`src/design/tit_pkg.sv`:
```
// Shared types and constants for the time interval to ticks converter.
package tit_pkg;

    localparam int unsigned TICK_W         = 20;
    localparam int unsigned SEC_W          = 64;
    localparam int unsigned FRAC_W         = 30;
    localparam int unsigned TICKS_W        = 31;
    localparam int unsigned SECN_W         = 44;
    localparam int unsigned REM_W          = TICK_W + TICKS_W;
    localparam int unsigned QUEUE_DEPTH_DEF = 4;

    localparam logic [TICK_W-1:0]  TICK_RESET   = 20'd10000;
    localparam logic [FRAC_W-1:0]  USEC_PER_SEC = 30'd1000000;
    localparam logic [FRAC_W-1:0]  NSEC_PER_USEC = 30'd1000;
    localparam logic [30:0]        RECIP_1000   = 31'd1099511628;
    localparam logic [SEC_W-1:0]   SEC_LIMIT    = 64'd9223372036854;
    localparam logic [SEC_W-1:0]   SEC_MAX      = {1'b0, {(SEC_W-1){1'b1}}};
    localparam logic [TICKS_W-1:0] TICKS_MAX    = {TICKS_W{1'b1}};

    typedef enum logic [1:0] {
        K_ZERO = 2'd0,
        K_SAT  = 2'd1,
        K_DIV  = 2'd2
    } t_kind;

    typedef struct packed {
        t_kind              kind;
        logic [SECN_W-1:0]  sec;
        logic [FRAC_W-1:0]  usec;
    } t_job;

endpackage

```
`src/design/tit_front.sv`:
```
// Front end: accept intervals, round nanoseconds up to microseconds and classify.
module tit_front import tit_pkg::*; (
    input  logic              i_clk,
    input  logic              i_rst_n,
    input  logic              i_en,
    input  logic [TICK_W-1:0] i_tick,
    input  logic              i_valid,
    input  logic              i_operation,
    input  logic [SEC_W-1:0]  i_seconds,
    input  logic [FRAC_W-1:0] i_fraction,
    output logic              o_push,
    output t_job              o_job
);

    logic              r1_valid, r2_valid;
    logic              r1_op;
    logic [SEC_W-1:0]  r1_sec;
    logic [FRAC_W-1:0] r1_frac;
    logic [20:0]       r1_q;
    t_job              r2_job;

    logic [60:0]       n_prod;
    logic [FRAC_W-1:0] n_q1000, n_usec, n_qinc;
    logic              n_rnd, n_carry, n_sat;
    logic [SEC_W-1:0]  n_sec;
    t_job              n_job;

    assign n_prod = {31'b0, i_fraction} * {30'b0, RECIP_1000};

    always_comb begin
        n_q1000 = FRAC_W'(r1_q) * NSEC_PER_USEC;
        n_rnd   = (n_q1000 != r1_frac);
        n_qinc  = FRAC_W'(r1_q) + FRAC_W'(n_rnd);
        n_carry = r1_op && n_rnd && (n_qinc >= USEC_PER_SEC);
        n_usec  = r1_op ? n_qinc : r1_frac;
        if (n_carry) begin
            n_usec = n_usec - USEC_PER_SEC;
        end
        n_sat = n_carry && (r1_sec == SEC_MAX);
        n_sec = r1_sec + SEC_W'(n_carry);
        n_job.sec  = n_sec[SECN_W-1:0];
        n_job.usec = n_usec;
        if (n_sat) begin
            n_job.kind = K_SAT;
        end else if (n_sec[SEC_W-1]) begin
            n_job.kind = K_ZERO;
        end else if (n_sec == '0 && n_usec == '0) begin
            n_job.kind = K_ZERO;
        end else if (n_sec > SEC_LIMIT || i_tick == '0) begin
            n_job.kind = K_SAT;
        end else begin
            n_job.kind = K_DIV;
        end
    end

    always_ff @(posedge i_clk) begin
        if (!i_rst_n) begin
            r1_valid <= 1'b0;
            r2_valid <= 1'b0;
        end else if (i_en) begin
            r1_valid <= i_valid;
            r2_valid <= r1_valid;
        end
    end

    always_ff @(posedge i_clk) begin
        if (i_en) begin
            r1_op   <= i_operation;
            r1_sec  <= i_seconds;
            r1_frac <= i_fraction;
            r1_q    <= n_prod[60:40];
            r2_job  <= n_job;
        end
    end

    assign o_push = i_en && r2_valid;
    assign o_job  = r2_job;

endmodule

```
`config.mk`:
```
export PLATFORM = sky130hd
export DESIGN_NAME = tit_front
export DESIGN_NICKNAME = d
export VERILOG_FILES = /design/src/design/tit_pkg.sv /design/src/design/tit_front.sv
export SDC_FILE = /design/constraint.sdc
export NUM_CORES = 1
export LEC_CHECK = 0
export BUFFER_PORTS_ARGS = -buffer_cell sky130_fd_sc_hd__buf_2
export CAP_MARGIN = 5
export CORE_ASPECT_RATIO = 1.5
export CORE_MARGIN = 1
export CORE_UTILIZATION = 62
export CTS_BUF_LIST = sky130_fd_sc_hd__clkbuf_8
export DETAILED_ROUTE_END_ITERATION = 8
export PLACE_DENSITY = 0.82
export SLEW_MARGIN = 20
export SYNTH_ARGS = -nofsm -noshare
export SYNTH_HDL_FRONTEND = slang
export SYNTH_SLANG_ARGS = --single-unit
```
`constraint.sdc`:
```
create_clock -name i_clk -period 31.7 [get_ports i_clk]
set_input_delay 1.585 -clock i_clk [delete_from_list [all_inputs] [get_ports i_clk]]
set_output_delay 1.585 -clock i_clk [all_outputs]
set_load 0.02 [all_outputs]
```
# Word-level counts from Yosys, hierarchy flattened
# Cells that the tools add are included.
[word_totals]
ramBits = 0
rom_bits = 0
out_inout_bits = 77
mem_count = 0
latchBits = 0
regBits = 194
[classes]
magnitude_cmp = 2
mux = 5
add_sub_neg = 3
bitwise_logic = 0
mul = 2
n_reduce_logical = 10
div_mod_pow = 0
eq_ne = 2
shift = 0
[op_table]
columns = ["cell", "count"]
rows = [
  ["64-bit by 1-bit adder with 64-bit output", 1],
  ["64-bit by 63-bit equality test with 1-bit output, second input constant", 1],
  ["64-bit by 44-bit > comparator with 1-bit output, second input constant", 1],
  ["64-bit logical NOT", 1],
  ["30-bit 2-to-1 mux", 2],
  ["30-bit by 29-bit multiplier with 59-bit output, second input constant", 1],
  ["30-bit logical NOT", 1],
  ["30-bit inequality test", 1],
  ["30-bit by 20-bit subtractor with 30-bit output, second input constant", 1],
  ["21-bit by 7-bit multiplier with 27-bit output, second input constant", 1],
  ["21-bit by 1-bit adder with 22-bit output", 1],
  ["22-bit by 20-bit greater-or-equal comparator with 1-bit output, second input constant", 1],
  ["20-bit logical NOT", 1],
  ["1-bit logical AND", 5],
  ["3-bit OR reduction", 1],
  ["1-bit 2-to-1 mux", 2],
  ["2-bit 2-to-1 mux", 1],
  ["1-bit logical OR", 1],
]

# Logic depth before layout (Yosys ltp)
# Gate-level depths: netlist (run 1).
[depth]
word_depth = 11
depth_mapped = 45

# Worst setup path before layout (run 1)
# OpenSTA, ideal clock, no wires.
[synth_timing]
path_kind = "reg-to-reg"
startpoint = "reg r1_q[11]"
endpoint = "reg r2_job (netlist bit o_job[74]), data pin"
arrival_time_ps = 10470
path_stages_with_launch = 44
setup_slack_ps = 20962
cell_sequence = "edfxtp_1 fa_1 inv_1 fa_1 fa_1 inv_1 fa_1 ha_1 buf_2 a21oi_1 o21ai_1 a21oi_1 nor2b_1 or4_1 a2111oi_0 nand4_1 nor3_1 nand3_1 [... 8 more ...] a31oi_1 o21ai_0 a31oi_1 nand2_1 inv_2 ha_1 ha_1 nand4_1 or3_2 or3_1 xor2_1 nor4b_2 nand3_1 or4_1 mux2i_1 o211ai_1 a32oi_1 a21oi_1"
[synth_via]
elab_chain_len = 11
elab_cells_between_ends = 19
[synth_rtl]
columns = ["item", "line_no", "source"]
rows = [
  ["start: declaration", "tit_front.sv:19", "logic [20:0] r1_q;"],
  ["start signal: assignment", "tit_front.sv:71", "r1_q <= n_prod[60:40];"],
  ["21-bit by 7-bit multiplier with 27-bit output", "tit_front.sv:31", "n_q1000 = FRAC_W'(r1_q) * NSEC_PER_USEC;"],
  ["30-bit inequality test", "tit_front.sv:32", "n_rnd = (n_q1000 != r1_frac);"],
  ["21-bit by 1-bit adder with 22-bit output", "tit_front.sv:33", "n_qinc = FRAC_W'(r1_q) + FRAC_W'(n_rnd);"],
  ["22-bit by 20-bit greater-or-equal comparator with 1-bit output", "tit_front.sv:34", "n_carry = r1_op && n_rnd && (n_qinc >= USEC_PER_SEC);"],
  ["1-bit logical AND", "tit_front.sv:34", ""],
  ["64-bit by 1-bit adder with 64-bit output", "tit_front.sv:40", "n_sec = r1_sec + SEC_W'(n_carry);"],
  ["64-bit by 44-bit > comparator with 1-bit output", "tit_front.sv:49", "end else if (n_sec > SEC_LIMIT || i_tick == '0) begin"],
  ["1-bit logical OR", "tit_front.sv:49", ""],
  ["2-bit 2-to-1 mux", "tit_front.sv:49", ""],
  ["1-bit 2-to-1 mux", "tit_front.sv:47", "end else if (n_sec == '0 && n_usec == '0) begin"],
  ["1-bit 2-to-1 mux", "tit_front.sv:45", "end else if (n_sec[SEC_W-1]) begin"],
  ["end signal: assignment", "tit_front.sv:72", "r2_job <= n_job;"],
  ["end: declaration", "tit_front.sv:20", "t_job r2_job;"],
]
# Parallel ways exist; a longest one is shown, timed or not.
# A chain may end at the register's enable or synchronous reset.

==> flow_summary.ini, run 1 <==
[outcome]
status = finished, final reports clean

[route]
wl_per_cell_um = 22.4
num_vias = 20400
avgViaCountPerCell = 5.93
routed_wirelength_um = 76800
drt_first_pass_iters = 8
ant_nets = 0
drtIter0Drc = 1333
drcViolationCount = 0

[yosys]
synth_cells = 2669
synth_cell_types = 85
syn_area_mm2 = 0.0272
async_flop_share = 0
synth_warnings = 0
synth-simple-area-share = 0.106
synth-compound-area-share = 0.0718
synth_fa_ha_area_frac = 0.458
syn_avg_cell_area_um2 = 10.2
yosysSeqAreaShare = 0.214
synth_top_family_by_area = adder cells
synth_nets = 3574
synth_edf_count = 192
ys_top_cells_by_area = fa_1 (26%), edfxtp_1 (21%), ha_1 (20%)
yosys.area.top_type = fa_1
ys.flop_type = edfxtp_1
synth.top_cell.area_share = 0.258
synth-seq-cells = 194
muxShareOfSynthArea = 0.00658
synthXorXnorAreaFrac = 0.0464

[worst_setup_path]
r2r_setup_slack_ns = 18.60
reg2regPathDepth = 43
crit_arrival_ns = 13.35
r2r_end = o_job[75]
startpoint = r1_q[16]
critPathCaptureType = register
crit_path_max_incr_delay_ns = 0.66
cp_slowest_cell = edfxtp_1
path_common_cell = ha_1
path_max_fanout = 10
reg2reg_from = r1_q[16]
worstPathRequired_ns = 31.95
critPathKind = register to register
cp-start-kind = register

[layout]
final_net_count = 3758
drive_gt1_frac = 0.0946
diodes = 0
fillCellCount = 3363
syn_to_final_growth_pct = 7.39
layout_common_cells = inv_1 (657), ha_1 (436), fa_1 (350)
mostFrequentLayoutCell = inv_1

[die]
die_h_um = 258
die_w_um = 173
num_rows = 93
dieArea_mm2 = 0.0447
num_io_pins = 196
initial_utilization = 0.631
core_mm2 = 0.0431

[clocking]
clock_sinks = 194
cts-buffers-inserted = 17
cts_tree = done
cts.repair.resized = 0
cts_root_buf = clkbuf_8
clockBufferDepth = 2
clk_latency_ns = 0.52
cts_hold_buf = 0
clkSlewWorstSetupHoldPaths_ns = 0.13
htreeDepth = 4
cts_setup_buffers = 0

[flow_run]
drv_cap = 0

[timing]
skew_ns = 0.0310
grt_setup_unrepaired = false
max_clock_freq_mhz = 76.3
relSlewSlack = 0.250
tns_ns = 0
finalHoldViolCount = 0
fin_crit_ns = 13.10
finalMaxSlewViolations = 0
tightest_slew_ns = 1.12
period_share = 0.413
setup_viol = 0

[global_route]
grt_start_max_net_pins = 84
grt_pass1_wl_um = 121000
grt_use_total = 0.359
grt_pass1_vias = 22100
grt.overflow.total = 0
antenna_found_initial = 1

[placed_design]
dpl.hpwl_um = 64200
port_buffers = 195
gp_congestion = 1.00

[worst_hold_path]
hold_end = r2_valid
min_path_type = register to register
min_from = r2_valid
whs_path_depth = 2
area by class of cell:
| class | count | area [µm²] | share of cell area |
|---|---|---|---|
| Timing Repair Buffer | 201 | 1030 | 0.0353 |
| Multi-Input combinational cell | 1779 | 18700 | 0.642 |
| Tap cell | 570 | 713 | 0.0244 |
| Clock buffer | 17 | 234 | 0.00802 |
| Clock inverter | 15 | 195 | 0.00669 |
| Sequential cell | 194 | 5810 | 0.199 |
| Inverter | 660 | 2480 | 0.0849 |
routing by layer:
layer / part of all wire / up-vias / GRT usage
met5: 0.00012 / - / 0
met2: 0.54 / 838 / 0.673
li1: - / 9258 / -
met1: 0.35 / 10000 / 0.394
met4: 0.059 / 2 / 0.197
met3: 0.053 / 247 / 0.0386
worst max-delay path: cells and delay by family, from the launching register on:
| kind | cells | cell delay (ns) |
|---|---|---|
| and+or+nand+nor | 15 | 4.03 |
| adders and majority gates | 9 | 3.59 |
| AOI/OAI and AO/OA | 13 | 3.36 |
| xor gates and xnor gates | 2 | 0.68 |
| DFF | 1 | 0.66 |
| buffers and inverters | 4 | 0.50 |
metrics by stage:
step	hold WS [ns]	instances	setup slack (ns)	area, µm²	utilization
2_1_floorplan	0.474	2669	20.96	27200	-
3_3_place_gp	0.488	3404	19.20	28800	0.668
3_5_place_dp	0.501	3404	18.91	28800	0.668
4_1_cts	0.529	3436	18.81	29200	0.678
5_1_grt	0.560	3436	17.85	29200	0.678
6_report	0.527	3436	18.60	29200	0.678
Yosys cell counts, types with 5 or more instances:
library cell / count
inv_1: 657
ha_1: 436
fa_1: 350
edfxtp_1: 192
nand2_1: 106
nor2_1: 103
xnor2_1: 95
a21oi_1: 74
nand3_1: 61
nand4_1: 56
xor2_1: 49
nor4_1: 44
o21ai_0: 43
nor3_1: 42
a21o_1: 27
a31oi_1: 18
nor2b_1: 18
and3_1: 16
and2_1: 15
clkbuf_1: 15
nand2b_1: 15
buf_2: 14
a211oi_1: 13
o31ai_1: 12
or3_1: 12
o211ai_1: 11
mux2i_1: 10
o21a_1: 10
or2_2: 9
and4_1: 8
or4_1: 8
a2111oi_0: 7
mux2_2: 7
o21ai_1: 7
o21bai_1: 6
a41oi_1: 5
o22ai_1: 5
state kept, by name, indices dropped and copies added (netlist names):
name      count
o_job        76
r1_frac      30
r2_valid      1
r1_valid      1
r1_sec       64
r1_op         1
r1_q         21
kinds of logic (layout without fill, tap and decap cells):
family,Yosys count,count (layout)
adder cells (fa/ha/maj),786,786
multiplexers,17,17
XOR/XNOR,144,144
flip-flops,194,194
buffers and inverters,696,893
AO/OA/AOI/OAI,290,290
AND/OR/NAND/NOR,542,542
worst max-delay path by stage:
| stage | endpoint | slack [ns] | depth (start not counted) |
|---|---|---|---|
| 6_report | o_job[75] | 18.60 | 43 |
| 4_1_cts | o_job[75] | 18.81 | 42 |
| 3_5_place_dp | o_job[75] | 18.91 | 42 |
| 3_3_place_gp | o_job[75] | 19.20 | 41 |
| 2_1_floorplan | o_job[74] | 20.96 | 43 |
| 5_1_grt | o_job[75] | 17.85 | 43 |
Power of run 1 is not shown: default switching activity piles up to over one toggle a cycle in this logic, so the estimate is an artifact.
==> run 2: changes to the inputs <==
- ABC_AREA: unset -> 1
- CORE_UTILIZATION: 62 -> 58
- PLACE_DENSITY: 0.82 -> 0.8
- clock period: 31.7 -> 11.65 ns (I/O delays scaled with it)
==> run 2 against run 1 <==
  * Synthesized cell count increased by 25%
  * Register-to-register slack got worse by 17 ns
  * Critical path depth increased by 8
  * Setup slack got worse by 17 ns
  * Sequential cell count unchanged
  * Synthesized area increased by 6.1%
  * Final area increased by 6.3%
==> flow_summary.ini, run 2 <==
[route]
ant_nets = 0
avgViaCountPerCell = 5.45
drcViolationCount = 0
drtIter0Drc = 1162
drt_first_pass_iters = 6
wl_per_cell_um = 20.3
num_vias = 22900
routed_wirelength_um = 85300

[yosys]
synth.top_cell.area_share = 0.243
synth_cells = 3333
syn_area_mm2 = 0.0288
ys_top_cells_by_area = fa_1 (24%), edfxtp_1 (20%), ha_1 (19%)
yosys.area.top_type = fa_1
ys.flop_type = edfxtp_1
syn_avg_cell_area_um2 = 8.65
synth_cell_types = 58
synth_nets = 4238
yosysSeqAreaShare = 0.201
synth_edf_count = 192
netlist_top_cells_count = inv_1 (917), nand2_1 (539), ha_1 (436), fa_1 (350), nor2_1 (225)
yosysMostFrequentCell = inv_1
synth_warnings = 0
synth-seq-cells = 194
async_flop_share = 0

[timing]
period_share = 0.896
tightest_slew_ns = 0.933
worst_slack_ns = 1.21
grt_setup_unrepaired = false
fin_crit_ns = 10.44
finalMaxSlewViolations = 0
relSlewSlack = 0.378
max_clock_freq_mhz = 95.8
finalHoldViolCount = 0
setup_viol = 0
tns_ns = 0
skew_ns = 0.0333

[clocking]
htreeDepth = 4
cts_setup_buffers = 0
cts-buffers-inserted = 17
clkSlewWorstSetupHoldPaths_ns = 0.14
cts_hold_buf = 0
cts_tree = done
clock_sinks = 194
cts_root_buf = clkbuf_8
clk_latency_ns = 0.55
cts.repair.resized = 0
clockBufferDepth = 2

[layout]
mostFrequentLayoutCell = inv_1
drive_gt1_frac = 0.0878
largest_reg_flops = 76
fillCellCount = 4288
layout_common_cells = inv_1 (917), nand2_1 (539), ha_1 (436)
final_net_count = 4445
finish.instance_area_mm2 = 0.0310
syn_to_final_growth_pct = 7.61

[placed_design]
pre_cts_slack_ns = 1.33
gp_congestion = 1.02
place_area_mm2 = 0.0306
dpl.hpwl_um = 72200
port_buffers = 195

[worst_setup_path]
crit_path_max_incr_delay_ns = 0.65
critPathCaptureType = register
cp_slowest_cell = edfxtp_1
cp-start-kind = register
path_common_cell = nand2_1
path_max_fanout = 18
critPathKind = register to register
crit_arrival_ns = 10.74
worstPathRequired_ns = 11.95

[die]
num_io_pins = 196
num_rows = 99
die_h_um = 275
core_mm2 = 0.0488
dieArea_mm2 = 0.0506
die_w_um = 184
initial_utilization = 0.591

[global_route]
grt_start_max_net_pins = 76
grt_use_total = 0.347
antenna_found_initial = 0
grt_pass1_wl_um = 129000
grt.overflow.total = 0
grt_pass1_vias = 24400

[worst_hold_path]
min_path_type = input pin to register

[flow_run]
drv_cap = 0

[outcome]
status = finished, final reports clean
==> run 2: changes by cell type after synthesis, sizes merged, moves of 27 or more <==
cell / delta
a21oi: +27
inv: +272
nand2: +447
nand3: +66
nor2: +151
nor4: -32
xnor2: -73
xor2: +29
==> run 2: cells by family after synthesis <==
| family | after synthesis | share of synthesized area |
|---|---|---|
| AOI/OAI and AO/OA | 224 | 0.0442 |
| xor gates and xnor gates | 100 | 0.0309 |
| adders and majority gates | 786 | 0.432 |
| buffers and inverters | 943 | 0.124 |
| DFF | 194 | 0.201 |
| and+or+nand+nor | 1086 | 0.168 |
==> run 2: cell type report <==
| cell class | instances | area (µm²) | area share |
|---|---|---|---|
| Sequential cell | 194 | 5810 | 0.187 |
| Tap cell | 656 | 821 | 0.0265 |
| Clock buffer | 17 | 234 | 0.00754 |
| Clock inverter | 15 | 194 | 0.00625 |
| Timing Repair Buffer | 198 | 1010 | 0.0325 |
| Inverter | 933 | 3500 | 0.113 |
| Multi-Input combinational cell | 2196 | 19500 | 0.627 |
| Antenna cell | 1 | 2.50 | 0.0000806 |
==> run 2: path summary, 6_finish.rpt <==
| check | cells past startpoint | slack [ns] | startpoint | to |
|---|---|---|---|---|
| worst min register to register | 2 | 0.50 | r1_valid | r2_valid |
| worst max register to register | 51 | 1.21 | r1_q[10] | o_job[74] |
| worst max-delay path | 51 | 1.21 | r1_q[10] | o_job[74] |
| worst min-delay path | 1 | 0.21 | i_seconds[42] | r1_sec[42] |
==> run 2: layer usage <==
metal | routed length, µm | vias up | track usage
li1 | - | 10800 | -
met1 | 28800 | 11000 | 0.342
met2 | 45300 | 847 | 0.658
met3 | 3970 | 342 | 0.0351
met4 | 7310 | 0 | 0.271
met5 | 0 | - | 0
==> run 2: through the flow <==
stage                     hold slack, ns  std cells   util
final                              0.205       4210  0.636
after global placement             0.455       4177  0.627
after detailed placement           0.478       4177  0.627
after floorplan                    0.448       3333      -
after CTS                          0.194       4209  0.636
after global routing               0.203       4209  0.636
==> run 2: worst max-delay path: cells and delay by family, from the launching register on <==
kind                       cells  cell delay [ns]
DFF                            1             0.65
buffers and inverters          7             0.58
AOI/OAI and AO/OA              3             0.58
xor gates and xnor gates       1             0.14
and+or+nand+nor               31             4.55
adders and majority gates      9             3.64
Power of run 2 is left out for the same reason.
==> run 3: changes to the inputs <==
- CORE_MARGIN: 1 -> unset
- CORE_UTILIZATION: 58 -> 50
- PLACE_DENSITY: 0.8 -> 0.71
==> run 3 against run 2 <==
  * First-iteration DRC count is 3.9% higher
  * Critical endpoint unchanged
  * Global-route usage is 5.3 points lower
  * Sequential share of layout area hardly changed
  * Clock skew is 0.0051 ns lower
  * Critical path type unchanged
  * Setup slack worse by 0.064 ns
  * Hold slack better by 0.027 ns
  * Cell count is 2.6% higher
==> flow_summary.ini, run 3 (synthesis gave the netlist of run 2 again) <==
[outcome]
status = finished, final reports clean

[layout]
mostFrequentLayoutCell = inv_1
syn_to_final_growth_pct = 7.85
layout_common_cells = inv_1 (917), nand2_1 (539), ha_1 (436)
fillCellCount = 5268
largest_reg_flops = 76
drive_gt1_frac = 0.0873
final_net_count = 4445

[clocking]
cts.repair.resized = 0
clockBufferDepth = 2
htreeDepth = 4
clkSlewWorstSetupHoldPaths_ns = 0.11
cts_root_buf = clkbuf_8
cts_tree = done
cts_hold_buf = 0
clk_latency_ns = 0.53
cts_setup_buffers = 0
clock_sinks = 194
cts-buffers-inserted = 17

[die]
num_rows = 107
die_w_um = 198
num_io_pins = 196
dieArea_mm2 = 0.0587
initial_utilization = 0.507
core_mm2 = 0.0569
die_h_um = 296

[worst_setup_path]
reg2reg_from = r1_q[3]
r2r_setup_slack_ns = 1.14
worstPathRequired_ns = 11.93
crit_arrival_ns = 10.79
path_max_fanout = 18
critPathKind = register to register
critPathCaptureType = register
cp-start-kind = register
cp_slowest_cell = edfxtp_1
crit_path_max_incr_delay_ns = 0.63
r2r_end = o_job[74]
startpoint = r1_q[3]
path_common_cell = nand2_1
cp-endpoint = o_job[74]
reg2regPathDepth = 54

[timing]
tightest_slew_ns = 1.02
timing.hold.ws_ns = 0.232
tns_ns = 0
max_clock_freq_mhz = 95.2
finalHoldViolCount = 0
relSlewSlack = 0.318
grt_setup_unrepaired = false
period_share = 0.902
skew_ns = 0.0282
worst_slack_ns = 1.14
fin_crit_ns = 10.51
finalMaxSlewViolations = 0
setup_viol = 0

[route]
drcViolationCount = 0
routed_wirelength_um = 83000
num_vias = 22400
ant_nets = 0
drtIter0Drc = 1207
drt_first_pass_iters = 8
avgViaCountPerCell = 5.19
wl_per_cell_um = 19.2

[worst_hold_path]
min_path_type = input pin to register

[global_route]
grt_pass1_vias = 23600
grt_use_total = 0.293
grt_pass1_wl_um = 127000
grt_start_max_net_pins = 81
grt.overflow.total = 0
antenna_found_initial = 1

[placed_design]
port_buffers = 195
dpl.hpwl_um = 70200
pre_cts_slack_ns = 1.32
gp_congestion = 1.00

[flow_run]
drv_cap = 0
==> run 3: cell type report <==
type,instances,area (µm²),area share
diodes,2,5.00,0.000161
flip-flops and latches,194,5810,0.187
well taps,763,955,0.0307
inverters,933,3500,0.113
multi-input cells,2196,19500,0.626
clock inverters,15,128,0.00410
repair buffers,198,1010,0.0324
clock buffers,17,234,0.00752
==> run 3: metal layers <==
metal  wire (µm)  up-vias  GRT usage
li1            -    10800          -
met1       29800    10700      0.304
met2       44600      684      0.563
met3        3200      222     0.0268
met4        5370        0      0.182
met5           0        -          0
==> run 3: worst min-delay path by stage <==
stage / cells past startpoint / slack [ns] / end / start
finish: 1 / 0.23 / r1_sec[39] / i_seconds[39]
global route: 1 / 0.21 / r1_sec[63] / i_seconds[63]
CTS: 1 / 0.20 / r1_sec[63] / i_seconds[63]
detailed placement: 2 / 0.48 / r2_valid / r1_valid
global placement: 2 / 0.46 / r2_valid / r1_valid
floorplan: 2 / 0.45 / r2_valid / r1_valid
==> run 3: stage by stage <==
step                      std cells   util  area (µm²)
after global routing           4317  0.547       31100
final                          4318  0.547       31100
after floorplan                3333      -       28800
after CTS                      4316  0.547       31100
after global placement         4284  0.540       30700
after detailed placement       4284  0.540       30700
==> run 3: critical path, delay by kind of cell, from the launching register on <==
family / cells / cell delay, ns
AND/OR/NAND/NOR: 37 / 5.17
adder cells (fa/ha/maj): 9 / 3.68
flip-flops: 1 / 0.63
buffers and inverters: 6 / 0.53
XOR/XNOR: 1 / 0.13
AO/OA/AOI/OAI: 1 / 0.09
Power of run 3 is left out for the same reason.
