**src/design/tit_pkg.sv**
```systemverilog
// Shared types and constants for the time interval to ticks converter.
package tit_pkg;

    localparam int unsigned TICK_W         = 20;
    localparam int unsigned SEC_W          = 64;
    localparam int unsigned FRAC_W         = 30;
    localparam int unsigned TICKS_W        = 31;
    localparam int unsigned SECN_W         = 44;
    localparam int unsigned REM_W          = TICK_W + TICKS_W;
    localparam int unsigned QUEUE_DEPTH_DEF = 4;

    localparam logic [TICK_W-1:0]  TICK_RESET   = 20'd10000;
    localparam logic [FRAC_W-1:0]  USEC_PER_SEC = 30'd1000000;
    localparam logic [FRAC_W-1:0]  NSEC_PER_USEC = 30'd1000;
    localparam logic [30:0]        RECIP_1000   = 31'd1099511628;
    localparam logic [SEC_W-1:0]   SEC_LIMIT    = 64'd9223372036854;
    localparam logic [SEC_W-1:0]   SEC_MAX      = {1'b0, {(SEC_W-1){1'b1}}};
    localparam logic [TICKS_W-1:0] TICKS_MAX    = {TICKS_W{1'b1}};

    typedef enum logic [1:0] {
        K_ZERO = 2'd0,
        K_SAT  = 2'd1,
        K_DIV  = 2'd2
    } t_kind;

    typedef struct packed {
        t_kind              kind;
        logic [SECN_W-1:0]  sec;
        logic [FRAC_W-1:0]  usec;
    } t_job;

endpackage

```
**src/design/tit_queue.sv**
```systemverilog
// Short queue between the front end and the divider pipeline.
module tit_queue import tit_pkg::*; #(
    parameter int unsigned DEPTH = QUEUE_DEPTH_DEF
) (
    input  logic i_clk,
    input  logic i_rst_n,
    input  logic i_push,
    input  t_job i_job,
    input  logic i_pop,
    output logic o_empty,
    output logic o_full,
    output t_job o_job
);

    localparam int unsigned PTR_W = $clog2(DEPTH);
    localparam int unsigned CNT_W = $clog2(DEPTH + 1);
    localparam logic [PTR_W-1:0] LAST = PTR_W'(DEPTH - 1);

    t_job             r_mem [DEPTH];
    logic [PTR_W-1:0] r_wr, r_rd;
    logic [CNT_W-1:0] r_cnt;

    assign o_empty = (r_cnt == '0);
    assign o_full  = (r_cnt == CNT_W'(DEPTH));
    assign o_job   = r_mem[r_rd];

    always_ff @(posedge i_clk) begin
        if (!i_rst_n) begin
            r_wr  <= '0;
            r_rd  <= '0;
            r_cnt <= '0;
        end else begin
            if (i_push) begin
                r_wr <= (r_wr == LAST) ? '0 : r_wr + 1'b1;
            end
            if (i_pop) begin
                r_rd <= (r_rd == LAST) ? '0 : r_rd + 1'b1;
            end
            r_cnt <= r_cnt + CNT_W'(i_push) - CNT_W'(i_pop);
        end
    end

    always_ff @(posedge i_clk) begin
        if (i_push) begin
            r_mem[r_wr] <= i_job;
        end
    end

    a_no_overflow: assert property (@(posedge i_clk) disable iff (!i_rst_n)
        o_full |-> !i_push) else $error("queue overflow");
    a_no_underflow: assert property (@(posedge i_clk) disable iff (!i_rst_n)
        o_empty |-> !i_pop) else $error("queue underflow");
    a_count_bound: assert property (@(posedge i_clk) disable iff (!i_rst_n)
        r_cnt <= CNT_W'(DEPTH)) else $error("queue count out of range");

endmodule

```
**config.mk**
```make
export PLATFORM = sky130hd
export DESIGN_NAME = tit_queue
export DESIGN_NICKNAME = d
export VERILOG_FILES = /design/src/design/tit_pkg.sv /design/src/design/tit_queue.sv
export SDC_FILE = /design/constraint.sdc
export NUM_CORES = 1
export LEC_CHECK = 0
export ABC_AREA = 1
export BUFFER_PORTS_ARGS = -buffer_cell sky130_fd_sc_hd__clkbuf_2
export CAP_MARGIN = 25
export CORE_AREA = 2 2 162 132
export CTS_CLUSTER_DIAMETER = 120
export CTS_CLUSTER_SIZE = 8
export DETAILED_ROUTE_END_ITERATION = 8
export DIE_AREA = 0 0 164 134
export GPL_TIMING_DRIVEN = 0
export PLACE_DENSITY = 0.94
export SETUP_SLACK_MARGIN = 0.2
export SLEW_MARGIN = 20
export SYNTH_ARGS = -nofsm -noshare
export SYNTH_HDL_FRONTEND = slang
export SYNTH_SLANG_ARGS = --single-unit
```
**constraint.sdc**
```tcl
create_clock -name i_clk -period 6.4 [get_ports i_clk]
set_input_delay 0 -clock i_clk [delete_from_list [all_inputs] [get_ports i_clk]]
set_output_delay 0 -clock i_clk [all_outputs]
set_load 0.01 [all_outputs]
```
After elaboration in Yosys (flattened, before gate mapping)
Memories as Yosys holds them, arrays and structs flattened. A register that Yosys moved wholly into a read port is not among the register bits.
Cells that the tools add are included.
{"block": "word_totals", "mem_bits_rw": 304, "input_bits": 80, "reg_bits": 7, "wordCells": 18, "mem_count": 1}
{"block": "op_classes", "n_addsub": 4, "n_mux": 6, "n_eq_ne": 3, "n_reduce_logical": 1}
{"name": "r_mem", "words": 4, "word_bits": 76, "rd": 1, "rd_clocked_by_memory_dff": 1, "wr": 1, "line": "tit_queue.sv:19", "text": "t_job r_mem [DEPTH];"}
{"cell": "2-bit 2-to-1 mux", "count": 4}
{"cell": "2-bit by 1-bit adder with 2-bit output, second input constant", "count": 2}
{"cell": "2-bit equality test, second input constant", "count": 2}
{"cell": "3-bit by 1-bit adder with 3-bit output", "count": 1}
{"cell": "3-bit equality test, second input constant", "count": 1}
{"cell": "3-bit logical NOT", "count": 1}
{"cell": "3-bit by 1-bit subtractor with 3-bit output", "count": 1}
{"cell": "1-bit 2-to-1 mux", "count": 2}

Depth between registers and ports, before layout
Gate-level depths: netlist of the first run.
{"block": "depth", "ltp_word": 4, "mapped_depth": 9, "mapped_depth_nobuf": 9}

Worst setup path after synthesis of the first run
No wires, ideal clock.
{"block": "synth_timing", "path_kind": "reg-to-reg", "startpoint": "register r_wr[0]", "endpoint": "memory r_mem[2][0] (netlist bit), enable pin", "arrival_time_ps": 2055, "setup_slack_ps": 3915, "n_path_buf": 0, "path_stages_with_launch": 5, "cell_sequence": "dfxtp_1 > inv_1 > ha_1 > nand2_1 > inv_1"}
{"element": "start: declaration", "line": "tit_queue.sv:20", "text": "logic [PTR_W-1:0] r_wr, r_rd;"}
{"element": "start signal: assignment", "line": "tit_queue.sv:34", "text": "r_wr <= (r_wr == LAST) ? '0 : r_wr + 1'b1;"}
{"element": "end: declaration", "line": "tit_queue.sv:19"}
Straight into the memory's write port.

==> results of run 1 <==
==> cell families (layout without fill, tap and decap cells) <==
family                     after synthesis  count (layout)  synth area share (%)
AOI/OAI and AO/OA                      233             233                  10.9
buffers and inverters                  219             516                  8.14
other                                    0               2                     0
adders and majority gates                8               8                 0.865
and+or+nand+nor                        175             175                  5.30
DFF                                    313             313                  74.8
==> path summary, 6_finish.rpt <==
path                                start      endpoint
worst max-delay path             register     o_job[23]
worst min-delay path            i_job[41]  r_mem[3][41]
worst max register to register    r_wr[0]  r_mem[0][41]
worst min register to register    r_rd[0]      register
==> power breakdown <==
group / total (mW) / internal [mW] / switching, mW
combinational: 0.583 / 0.213 / 0.369
clock: 2.09 / 1.30 / 0.794
sequential: 2.38 / 2.35 / 0.0268
total: 5.05 / 3.86 / 1.19
==> worst max-delay path, stage by stage, from the launching register on <==
cell      delay [ps]
dfxtp_1          310
buf_2            290
clkbuf_1         550
a21oi_1          110
o21ai_0          120
nand2_1          100
clkbuf_2         140
==> metrics by stage <==
| stage | util (%) | hold slack (ps) | instance area [um^2] |
|---|---|---|---|
| 2_1_floorplan | - | 93.5 | 12400 |
| 3_3_place_gp | 66.5 | 214 | 13600 |
| 3_5_place_dp | 67.0 | 220 | 13700 |
| 4_1_cts | 76.9 | 224 | 15700 |
| 5_1_grt | 76.9 | 236 | 15700 |
| 6_report | 76.9 | 242 | 15700 |
==> placed cells by master, fill, tap and decap left out <==
| cell | netlist | layout |
|---|---|---|
| clkbuf_1 | 3 | 11 |
| inv_4 | 0 | 4 |
| dlygate4sd3_1 | 0 | 79 |
| a21oi_1 | 78 | 78 |
| diode_2 | 0 | 2 |
| nor3_1 | 1 | 1 |
| o211ai_1 | 76 | 76 |
| nor2_1 | 10 | 10 |
| buf_6 | 17 | 17 |
| ha_1 | 7 | 7 |
| dfxtp_1 | 9 | 9 |
| fa_1 | 1 | 1 |
| buf_12 | 0 | 2 |
| clkinv_4 | 0 | 1 |
| edfxtp_1 | 304 | 304 |
| buf_2 | 21 | 21 |
| inv_6 | 0 | 1 |
| o21ai_1 | 42 | 42 |
| buf_4 | 10 | 10 |
| nand3_1 | 1 | 1 |
| clkbuf_16 | 0 | 47 |
| clkbuf_2 | 0 | 157 |
| buf_16 | 0 | 2 |
| nand2_1 | 163 | 163 |
| o21ai_0 | 37 | 37 |
| inv_1 | 168 | 164 |
==> registers in the layout, summed over array words and instances (netlist names), named ones only <==
signal / cells
r_rd: 2
r_mem: 304
r_wr: 2
r_cnt: 3
==> routing by layer <==
layer | vias up | share of wire (%) | wire length, um | global-route usage, %
met3 | 75 | 7.9 | 2440 | 5.94
met5 | - | 0 | 0 | 0
met4 | 0 | 2.9 | 910 | 11.6
met1 | 4200 | 37 | 11600 | 34.9
li1 | 3871 | - | - | -
met2 | 452 | 52 | 16100 | 49.4
==> layout make-up <==
| cell class | instances | area share (%) |
|---|---|---|
| Clock buffer | 55 | 7.69 |
| Multi-Input combinational cell | 416 | 13.5 |
| Tap cell | 269 | 2.14 |
| Inverter | 168 | 4.08 |
| Timing Repair Buffer | 240 | 10.7 |
| Buffer | 51 | 2.44 |
| Clock inverter | 2 | 0.112 |
| Antenna cell | 2 | 0.0319 |
| Sequential cell | 313 | 59.3 |
==> summary.md, run 1 <==
| Metric | Value |
|---|---|
| Slew Viols, Final | 0 |
| Top post-synthesis cells by count | edfxtp_1 (304), inv_1 (168), nand2_1 (163) |
| Critical Path End Type | primary output |
| Net Count, Synth | 1,036 |
| I/O pin count | 158 |
| Worst skew pair latency | 520 ps |
| Post-DR wirelength/cell | 20.5 um |
| Dpl hpwl | 17,300 um |
| Vias in the first global route | 9,023 |
| Die width | 164 um |
| Register area | 9310 um^2 |
| Outcome | completed |
| Num CTS Buffers | 45 |
| Post-Syn Instances | 948 |
| Initial Util | 61.0% |
| Die ar. | 22,000 um^2 |
| Count leader, synth | edfxtp_1 |
| Postcts setup bufs | 0 |
| Max_slew headroom | 55.4% |
| Worst Path Arrival | 2140 ps |
| Critical path launch point type | register |
| Grt ovf | 0 |
| HP Class | input pin to register |
| Fin crit period | 2140 ps |
| Leak | 6.38 nW |
| Detailed Routing Iterations Pass 1 | 7 |
| Final wirelength | 31,000 um |
| Multi-input logic area | 2120 um^2 |
| Required time worst endpoint | 6400 ps |
| Final Power | 5.05 mW |
| Share of post-route cells with drive strength above 1 | 21.0% |
| R2R setup slack | 4550 ps |
| Total global-route track usage | 28.4% |
| Asr flop ratio synth | 0% |
| Worst Reg-to-Reg Cells | 5 |
| Mean Syn Cell Area | 13.1 um^2 |
| H-tree depth | 2 |
| Initial antenna violation count | 2 |
| Crit-path max FO | 10 |
| Largest net degree at the start of global routing | 50 |
| Synth Warn # | 0 |
| Via count | 8,598 |
| Yosys top cell by area | edfxtp_1 |
| TritonCTS clock tree | done |
| Pwr dens | 322 nW/um^2 |
| Nets | 1,323 |
| Setup_tns | 0 ps |
| RD Place Congestion | 0.742 |
| Fmax achieved | 467 MHz |
| Number of gates resized after CTS | 0 |
| Distinct cell type count of the synthesized netlist | 17 |
| DRC viols | 0 |
| Dominant synthesized flop cell | edfxtp_1 |
| Final worst setup slack | 4260 ps |
| Fin cells | 1,516 |
| Max_cap viols | 0 |
| Post-synth top area share | 73.3% |
| Clock transition at the registers of the reported paths | 50 ps |
| Setup Skew | 11.4 ps |
| Placed cell count | 1,378 |
| Number of synthesized flops with an enable pin | 304 |
| Die span in y | 134 um |
| Final-layout fill cell count | 1,103 |
| Final setup viols | 0 |
| I/O Buffers | 157 |
| Worst Tran Pin Value | 670 ps |
| Pre-CTS setup slack | 4560 ps |
| Crit path kind | register to primary output |
| CTS root buffer | clkbuf_16 |
| Mapped cell area | 12,400 um^2 |
| RSZ-0062 raised after global routing | false |
| Detail Route Antenna Nets | 0 |
| Final period util | 33.5% |
| Core Rows | 47 |
| VDD IR max | 0.311 mV |
| Area grow syn2layout | 26.1% |
| Synth Register Bits | 313 |
| Core Box Area | 20,400 um^2 |
| Dominant cells by area after synthesis | edfxtp_1 (73%), inv_1 (5.1%), nand2_1 (4.9%) |
| CTS max path bufs | 3 |
| Endpoints failing hold | 0 |
| First-pass GRT wire length | 47,100 um |
| Sink Count | 313 |
| Hold Path Cell Cnt | 2 |
| Sequential area share after synthesis | 74.8% |
| Post-CTS Hold Fix Bufs | 79 |
| Initial DRC count | 857 |
| DR vias/cell | 5.67 |
No activity file was read; power rests on OpenSTA's default activity.
==> run 2, diff against run 1 <==
--- a/config.mk
+++ b/config.mk
@@ -8,13 +8,13 @@
 export ABC_AREA = 1
 export BUFFER_PORTS_ARGS = -buffer_cell sky130_fd_sc_hd__clkbuf_2
 export CAP_MARGIN = 25
-export CORE_AREA = 2 2 162 132
+export CORE_AREA = 2 2 176 144
 export CTS_CLUSTER_DIAMETER = 120
 export CTS_CLUSTER_SIZE = 8
 export DETAILED_ROUTE_END_ITERATION = 8
-export DIE_AREA = 0 0 164 134
+export DIE_AREA = 0 0 178 146
 export GPL_TIMING_DRIVEN = 0
-export PLACE_DENSITY = 0.94
+export PLACE_DENSITY = 0.85
 export SETUP_SLACK_MARGIN = 0.2
 export SLEW_MARGIN = 20
 export SYNTH_ARGS = -nofsm -noshare
==> constraint.sdc (replaced) <==
create_clock -name i_clk -period 1.7 [get_ports i_clk]
set_input_delay 0 -clock i_clk [delete_from_list [all_inputs] [get_ports i_clk]]
set_output_delay 0 -clock i_clk [all_outputs]
set_load 0.01 [all_outputs]
==> run 2 against run 1 <==
  * The flow now finishes with violations (negative setup slack)
  * Via count is 0.66% lower
  * Sequential power grew to 3.8 times the previous value
  * Clock skew is 1.9 ps lower
  * Core utilization decreased by 6.3 points
  * Routed wire length is 4.6% higher
  * Largest cell class unchanged
==> summary.md, run 2 (synthesized netlist as in run 1, its figures left out) <==
| Metric | Value |
|---|---|
| Final period util | 105% |
| Final worst setup slack | -77.2 ps (-4330 ps) |
| Final setup viols | 51 (+51) |
| Slowest stage delay, CP | 370 ps (-180 ps) |
| Slew Viols, Final | 0 (unchanged) |
| Max reg flops | 304 (unchanged) |
| Dpl hpwl | 17,800 um (+3.2%) |
| Total global-route track usage | 23.0% (-5.4 points) |
| Crit-path cells | clkbuf_16, clkbuf_4, a21oi_2, o21ai_2, nand2_1, clkbuf_2 |
| Crit path kind | register to primary output |
| Vias in the first global route | 8,543 (-5.3%) |
| Largest registers | r_mem (304), r_cnt (3) |
| Detail Route Antenna Nets | 0 (unchanged) |
| Failing checks | negative setup slack |
| Die ar. | 26,000 um^2 (+18%) |
| CP max-delay cell | dfxtp_4 |
| RSZ-0062 raised after global routing | true |
| Largest net degree at the start of global routing | 32 (-36%) |
| Core Rows | 51 (+8.5%) |
| Worst Tran Pin Value | 351 ps (-318 ps) |
| Pwr dens | 1140 nW/um^2 (+250%) |
| DR WL met2 | 16,200 um (+1.0%) |
| Initial DRC count | 754 (-12%) |
| Final wirelength | 32,500 um (+4.6%) |
| Post-DR wirelength/cell | 20.3 um (-0.72%) |
| Outcome | finished, violations left |
| Met3 routed WL | 2310 um (-5.2%) |
| Die span in y | 146 um (+9.0%) |
| Grt ovf | 0 (unchanged) |
| Num CTS Buffers | 45 (unchanged) |
| Nets | 1,359 (+2.7%) |
| Endpoints failing hold | 0 (unchanged) |
| Max_slew headroom | 76.5% (+21 points) |
| Max_cap viols | 0 (unchanged) |
| I/O Buffers | 157 (unchanged) |
| Crit path buffers/inverters | 3 (unchanged) |
| Metal-1 WL | 13,200 um (+13%) |
| TritonCTS clock tree | done |
| Layout Utilization | 70.6% (-6.3 points) |
| Most flops, register | r_mem |
| H-tree depth | 2 (unchanged) |
| VDD IR max | 0.925 mV (+200%) |
| Fin crit period | 1780 ps |
| DRC viols | 0 (unchanged) |
| Area grow syn2layout | 36.5% |
| Worst skew pair latency | 510 ps (about the same) |
| Clock transition at the registers of the reported paths | 50 ps (about the same) |
| Worst Path Arrival | 1780 ps (-360 ps) |
| Critical path launch point type | register |
| Sink Count | 313 (unchanged) |
| Detailed Routing Iterations Pass 1 | 7 (unchanged) |
| Placed inst area | 13,900 um^2 (+1.3%) |
| Fmax achieved | 563 MHz |
| Commonest cells after routing, fill and taps aside | edfxtp_1 (304), inv_1 (159), nand2_1 (157) |
| Design area | 17,000 um^2 (+8.2%) |
| CTS max path bufs | 3 (unchanged) |
| Most common cell after layout, fill and taps aside | edfxtp_1 |
| CTS root buffer | clkbuf_16 |
| Initial Util | 51.7% (-9.3 points) |
| Crit-path max FO | 10 (unchanged) |
| Initial antenna violation count | 1 (-1) |
| Final-layout fill cell count | 1,483 (+34%) |
| Final Hold Slack | 243 ps (+0.648 ps) |
| First-pass GRT wire length | 45,700 um (-3.0%) |
| Critical Path End Type | primary output |
| HP Class | input pin to register |
| Worst Reg-to-Reg Cells | 6 (+1) |
| Share of post-route cells with drive strength above 1 | 29.3% (+8.2 points) |
| RD Place Congestion | 0.749 (+0.93%) |
| Top layer in use | met4 |
| Core Box Area | 24,100 um^2 (+18%) |
| Cell family with most CP delay | buffers and inverters |
| Setup Skew | 9.51 ps (-1.87 ps) |
| Required time worst endpoint | 1700 ps (-4700 ps) |
| Die width | 178 um (+8.5%) |
| Hold Path Cell Cnt | 2 (unchanged) |
| I/O pin count | 158 (unchanged) |
| Via count | 8,541 (-0.66%) |
| DR vias/cell | 5.35 (-5.7%) |
| Leak | 6.77 nW (+6.1%) |
| WP depth | 6 (unchanged) |
## run 2: changes by cell type in the layout (fill, tap and decap cells not counted), sizes merged
cell      before  now
buf           52  114
inv          169  164
clkbuf       215  185
clkinvlp       0    6
diode          2    1
## run 2: report_power, final
part	internal (mW)	leakage, nW	switching, mW	total [mW]
Clock	4.68	0.568	2.94	7.62
Sequential	8.86	2.87	0.107	8.97
Combinational	1.20	3.33	1.55	2.76
## run 2: worst paths after layout
path                                 from      endpoint  slack (ps)
worst max-delay path             register      o_job[3]         -80
worst min-delay path            i_job[73]  r_mem[3][73]         240
worst max register to register    r_wr[0]  r_mem[0][19]         210
worst min register to register    r_wr[1]       r_wr[1]         500
## run 2: layer usage
| layer | vias up | track usage (%) |
|---|---|---|
| met2 | 403 | 38.5 |
| li1 | 3942 | - |
| met5 | - | 0 |
| met3 | 60 | 4.02 |
| met4 | 0 | 8.16 |
| met1 | 4136 | 30.4 |
## run 2: worst reg2reg max path: stages, from the launching register on
cell and delay [ps]:
dfxtp_4 360, inv_4 70, ha_2 180, nand2_2 60
clkinvlp_4 110, buf_16 190, clkbuf_16 220
## run 2: timing repair
item                                   CTS  global route
hold buffers                            79             0
buffers inserted                         1            16
setup endpoints to repair              367           289
endpoints found under the hold margin  313             0
pin swaps                                7            74
gates cloned                             3            11
gates resized for setup                 70           189
## run 2: final cells by class
type | instances | area [um^2] | share of cell area, %
Tap cell | 318 | 398 | 2.34
Timing Repair Buffer | 274 | 2280 | 13.4
Timing Repair inverter | 2 | 15.0 | 0.0884
Sequential cell | 313 | 9320 | 54.9
Inverter | 168 | 651 | 3.83
Antenna cell | 1 | 2.50 | 0.0147
Clock inverter | 1 | 8.76 | 0.0516
Multi-Input combinational cell | 416 | 2430 | 14.3
Clock buffer | 53 | 1160 | 6.81
Buffer | 51 | 719 | 4.24
## run 2: metrics by stage
stage / TNS, ps / power (mW) / std cells / worst slack, ps
after floorplan: -121800 / 10.2 / 948 / -403
after CTS: -3410 / 19.0 / 1569 / -101
after global placement: -383850 / 11.0 / 1423 / -1280
after detailed placement: -23410 / 11.1 / 1432 / -145
final: -1490 / 19.3 / 1597 / -77.2
after global routing: -6020 / 20.0 / 1597 / -138
==> run 3, diff against run 2 <==
--- a/config.mk
+++ b/config.mk
@@ -16,6 +16,7 @@
 export GPL_TIMING_DRIVEN = 0
 export PLACE_DENSITY = 0.85
 export SETUP_SLACK_MARGIN = 0.2
+export SKIP_CTS_REPAIR_TIMING = 1
 export SLEW_MARGIN = 20
 export SYNTH_ARGS = -nofsm -noshare
 export SYNTH_HDL_FRONTEND = slang
==> run 3 against run 2 <==
  * Clock-buffer cell count unchanged
  * Worst hold slack worse by 2.3 ps
  * Register-to-register slack about the same
  * Clock skew about the same
  * Total power about the same
  * Largest cell class unchanged
  * Combinational power about the same
  * Sequential share of layout area down 0.069 points
  * Non-clock buffer count up 4
  * The run still ends with negative setup slack left
  * Largest power group unchanged
==> summary.md, run 3 (synthesized netlist as in run 1, its figures left out) <==
| Metric | Value |
|---|---|
| Pre-CTS setup slack | -145 ps (unchanged) |
| TritonCTS clock tree | done |
| Endpoints failing hold | 0 (unchanged) |
| Sink Count | 313 (unchanged) |
| Pwr dens | 1140 nW/um^2 (-0.14%) |
| Outcome | finished, violations left |
| Area grow syn2layout | 36.5% (about the same) |
| RSZ-0062 raised after global routing | true |
| CTS max path bufs | 3 (unchanged) |
| Crit-path max FO | 7 (-3) |
| Final period util | 107% (+2.4 points) |
| Nets | 1,363 (+0.29%) |
| Final Hold Slack | 241 ps (-2.29 ps) |
| Final Power | 19.3 mW (about the same) |
| Detailed Routing Iterations Pass 1 | 5 (-2) |
| Dpl hpwl | 17,800 um (unchanged) |
| Core Box Area | 24,100 um^2 (unchanged) |
| Detail Route Antenna Nets | 0 (unchanged) |
| Worst skew pair latency | 520 ps (about the same) |
| Critical Path End Type | primary output |
| Via count | 8,560 (+0.22%) |
| Initial DRC count | 728 (-3.4%) |
| Hold EP | r_mem[0][29] |
| Critical path launch point type | register |
| Final wirelength | 32,100 um (-1.2%) |
| Worst Reg-to-Reg Cells | 9 (+3) |
| VDD IR max | 0.894 mV (-3.4%) |
| CTS root buffer | clkbuf_16 |
| I/O Buffers | 157 (unchanged) |
| Core Rows | 51 (unchanged) |
| Die span in y | 146 um (unchanged) |
| RD Place Congestion | 0.749 (unchanged) |
| Crit path kind | register to primary output |
| Most flops, register | r_mem |
| Largest net degree at the start of global routing | 32 (unchanged) |
| Initial Util | 51.7% (unchanged) |
| Final worst setup slack | -117 ps (-40.2 ps) |
| R2R setup slack | 200 ps (about the same) |
| Failing checks | negative setup slack |
| DR vias/cell | 5.35 (about the same) |
| Total global-route track usage | 21.5% (-1.5 points) |
| Worst Tran Pin Value | 343 ps (-8.65 ps) |
| Grt ovf | 0 (unchanged) |
| Post-DR wirelength/cell | 20.0 um (-1.5%) |
| Worst hold start | i_job[29] |
| I/O pin count | 158 (unchanged) |
| Max_cap viols | 0 (unchanged) |
| Setup Skew | 9.35 ps (-0.161 ps) |
| Initial antenna violation count | 1 (unchanged) |
| Setup_tns | -2810 ps (-1320 ps) |
| Max reg flops | 304 (unchanged) |
| H-tree depth | 2 (unchanged) |
| Commonest cells after routing, fill and taps aside | edfxtp_1 (304), inv_1 (159), nand2_1 (136) |
| Required time worst endpoint | 1700 ps (about the same) |
| Slew Viols, Final | 0 (unchanged) |
| Die width | 178 um (unchanged) |
| Leak | 6.82 nW (+0.78%) |
| Max_slew headroom | 77.1% (+0.58 points) |
| First-pass GRT wire length | 42,600 um (-6.7%) |
| Hold Path Cell Cnt | 2 (unchanged) |
| Final setup viols | 64 (+25%) |
| Worst flop-to-flop path startpoint | r_cnt[0] |
| Final-layout fill cell count | 1,498 (+1.0%) |
| R2r endpoint | r_cnt[2] |
| Clock transition at the registers of the reported paths | 50 ps (about the same) |
| Fmax achieved | 550 MHz (-2.2%) |
| Most common cell after layout, fill and taps aside | edfxtp_1 |
| DRC viols | 0 (unchanged) |
| Vias in the first global route | 8,027 (-6.0%) |
| Share of post-route cells with drive strength above 1 | 29.9% (+0.61 points) |
| Worst Path Arrival | 1820 ps (+40 ps) |
| Layout Utilization | 70.6% (about the same) |
| Die ar. | 26,000 um^2 (unchanged) |
| HP Class | input pin to register |
| Num CTS Buffers | 45 (unchanged) |
| Largest registers | r_mem (304), r_cnt (3) |
| Fin crit period | 1820 ps (+40.2 ps) |
[run 3: worst max-delay path by stage]
stage          slack (ps)  cells past startpoint            to
2_1_floorplan        -400                      4   r_mem[0][0]
3_3_place_gp        -1280                      4  r_mem[2][45]
3_5_place_dp         -150                      4  r_mem[3][45]
4_1_cts              -460                      6      o_job[3]
5_1_grt              -190                      8     o_job[17]
6_report             -120                      8     o_job[12]
[run 3: per-stage QoR]
step | cells | area [um^2]
detailed placement | 1432 | 13900
CTS | 1486 | 15000
global route | 1601 | 17000
floorplan | 948 | 12500
finish | 1601 | 17000
global placement | 1423 | 13700
[run 3: final cells by class]
| class | count | area (um^2) | share of cell area (%) |
|---|---|---|---|
| Clock inverter | 1 | 8.76 | 0.0515 |
| Timing Repair inverter | 2 | 15.0 | 0.0884 |
| Timing Repair Buffer | 278 | 2330 | 13.7 |
| Tap cell | 318 | 398 | 2.34 |
| Clock buffer | 53 | 1160 | 6.80 |
| Sequential cell | 313 | 9310 | 54.8 |
| Buffer | 51 | 689 | 4.06 |
| Antenna cell | 1 | 2.50 | 0.0147 |
| Inverter | 168 | 648 | 3.81 |
| Multi-Input combinational cell | 416 | 2430 | 14.3 |
[run 3: layer usage]
layer	routed length (um)	vias up	global-route usage, %
met5	0	-	0
met4	623	0	7.34
met3	2290	54	4.65
met2	16000	432	35.5
met1	13200	4133	28.4
li1	-	3941	-
[run 3: worst max-delay path, cell delays in order, from the launching register on]
cell and delay, ps:
dfxtp_2 370, buf_8 150, buf_12 160, buf_12 120
buf_8 110, nand2_2 40, o211ai_1 80, nand2_1 110
buf_2 150
[run 3: where the power goes]
group / total [mW] / switching, mW / internal, mW
Sequential: 8.96 / 0.0988 / 8.86
Combinational: 2.77 / 1.55 / 1.22
Clock: 7.60 / 2.92 / 4.68
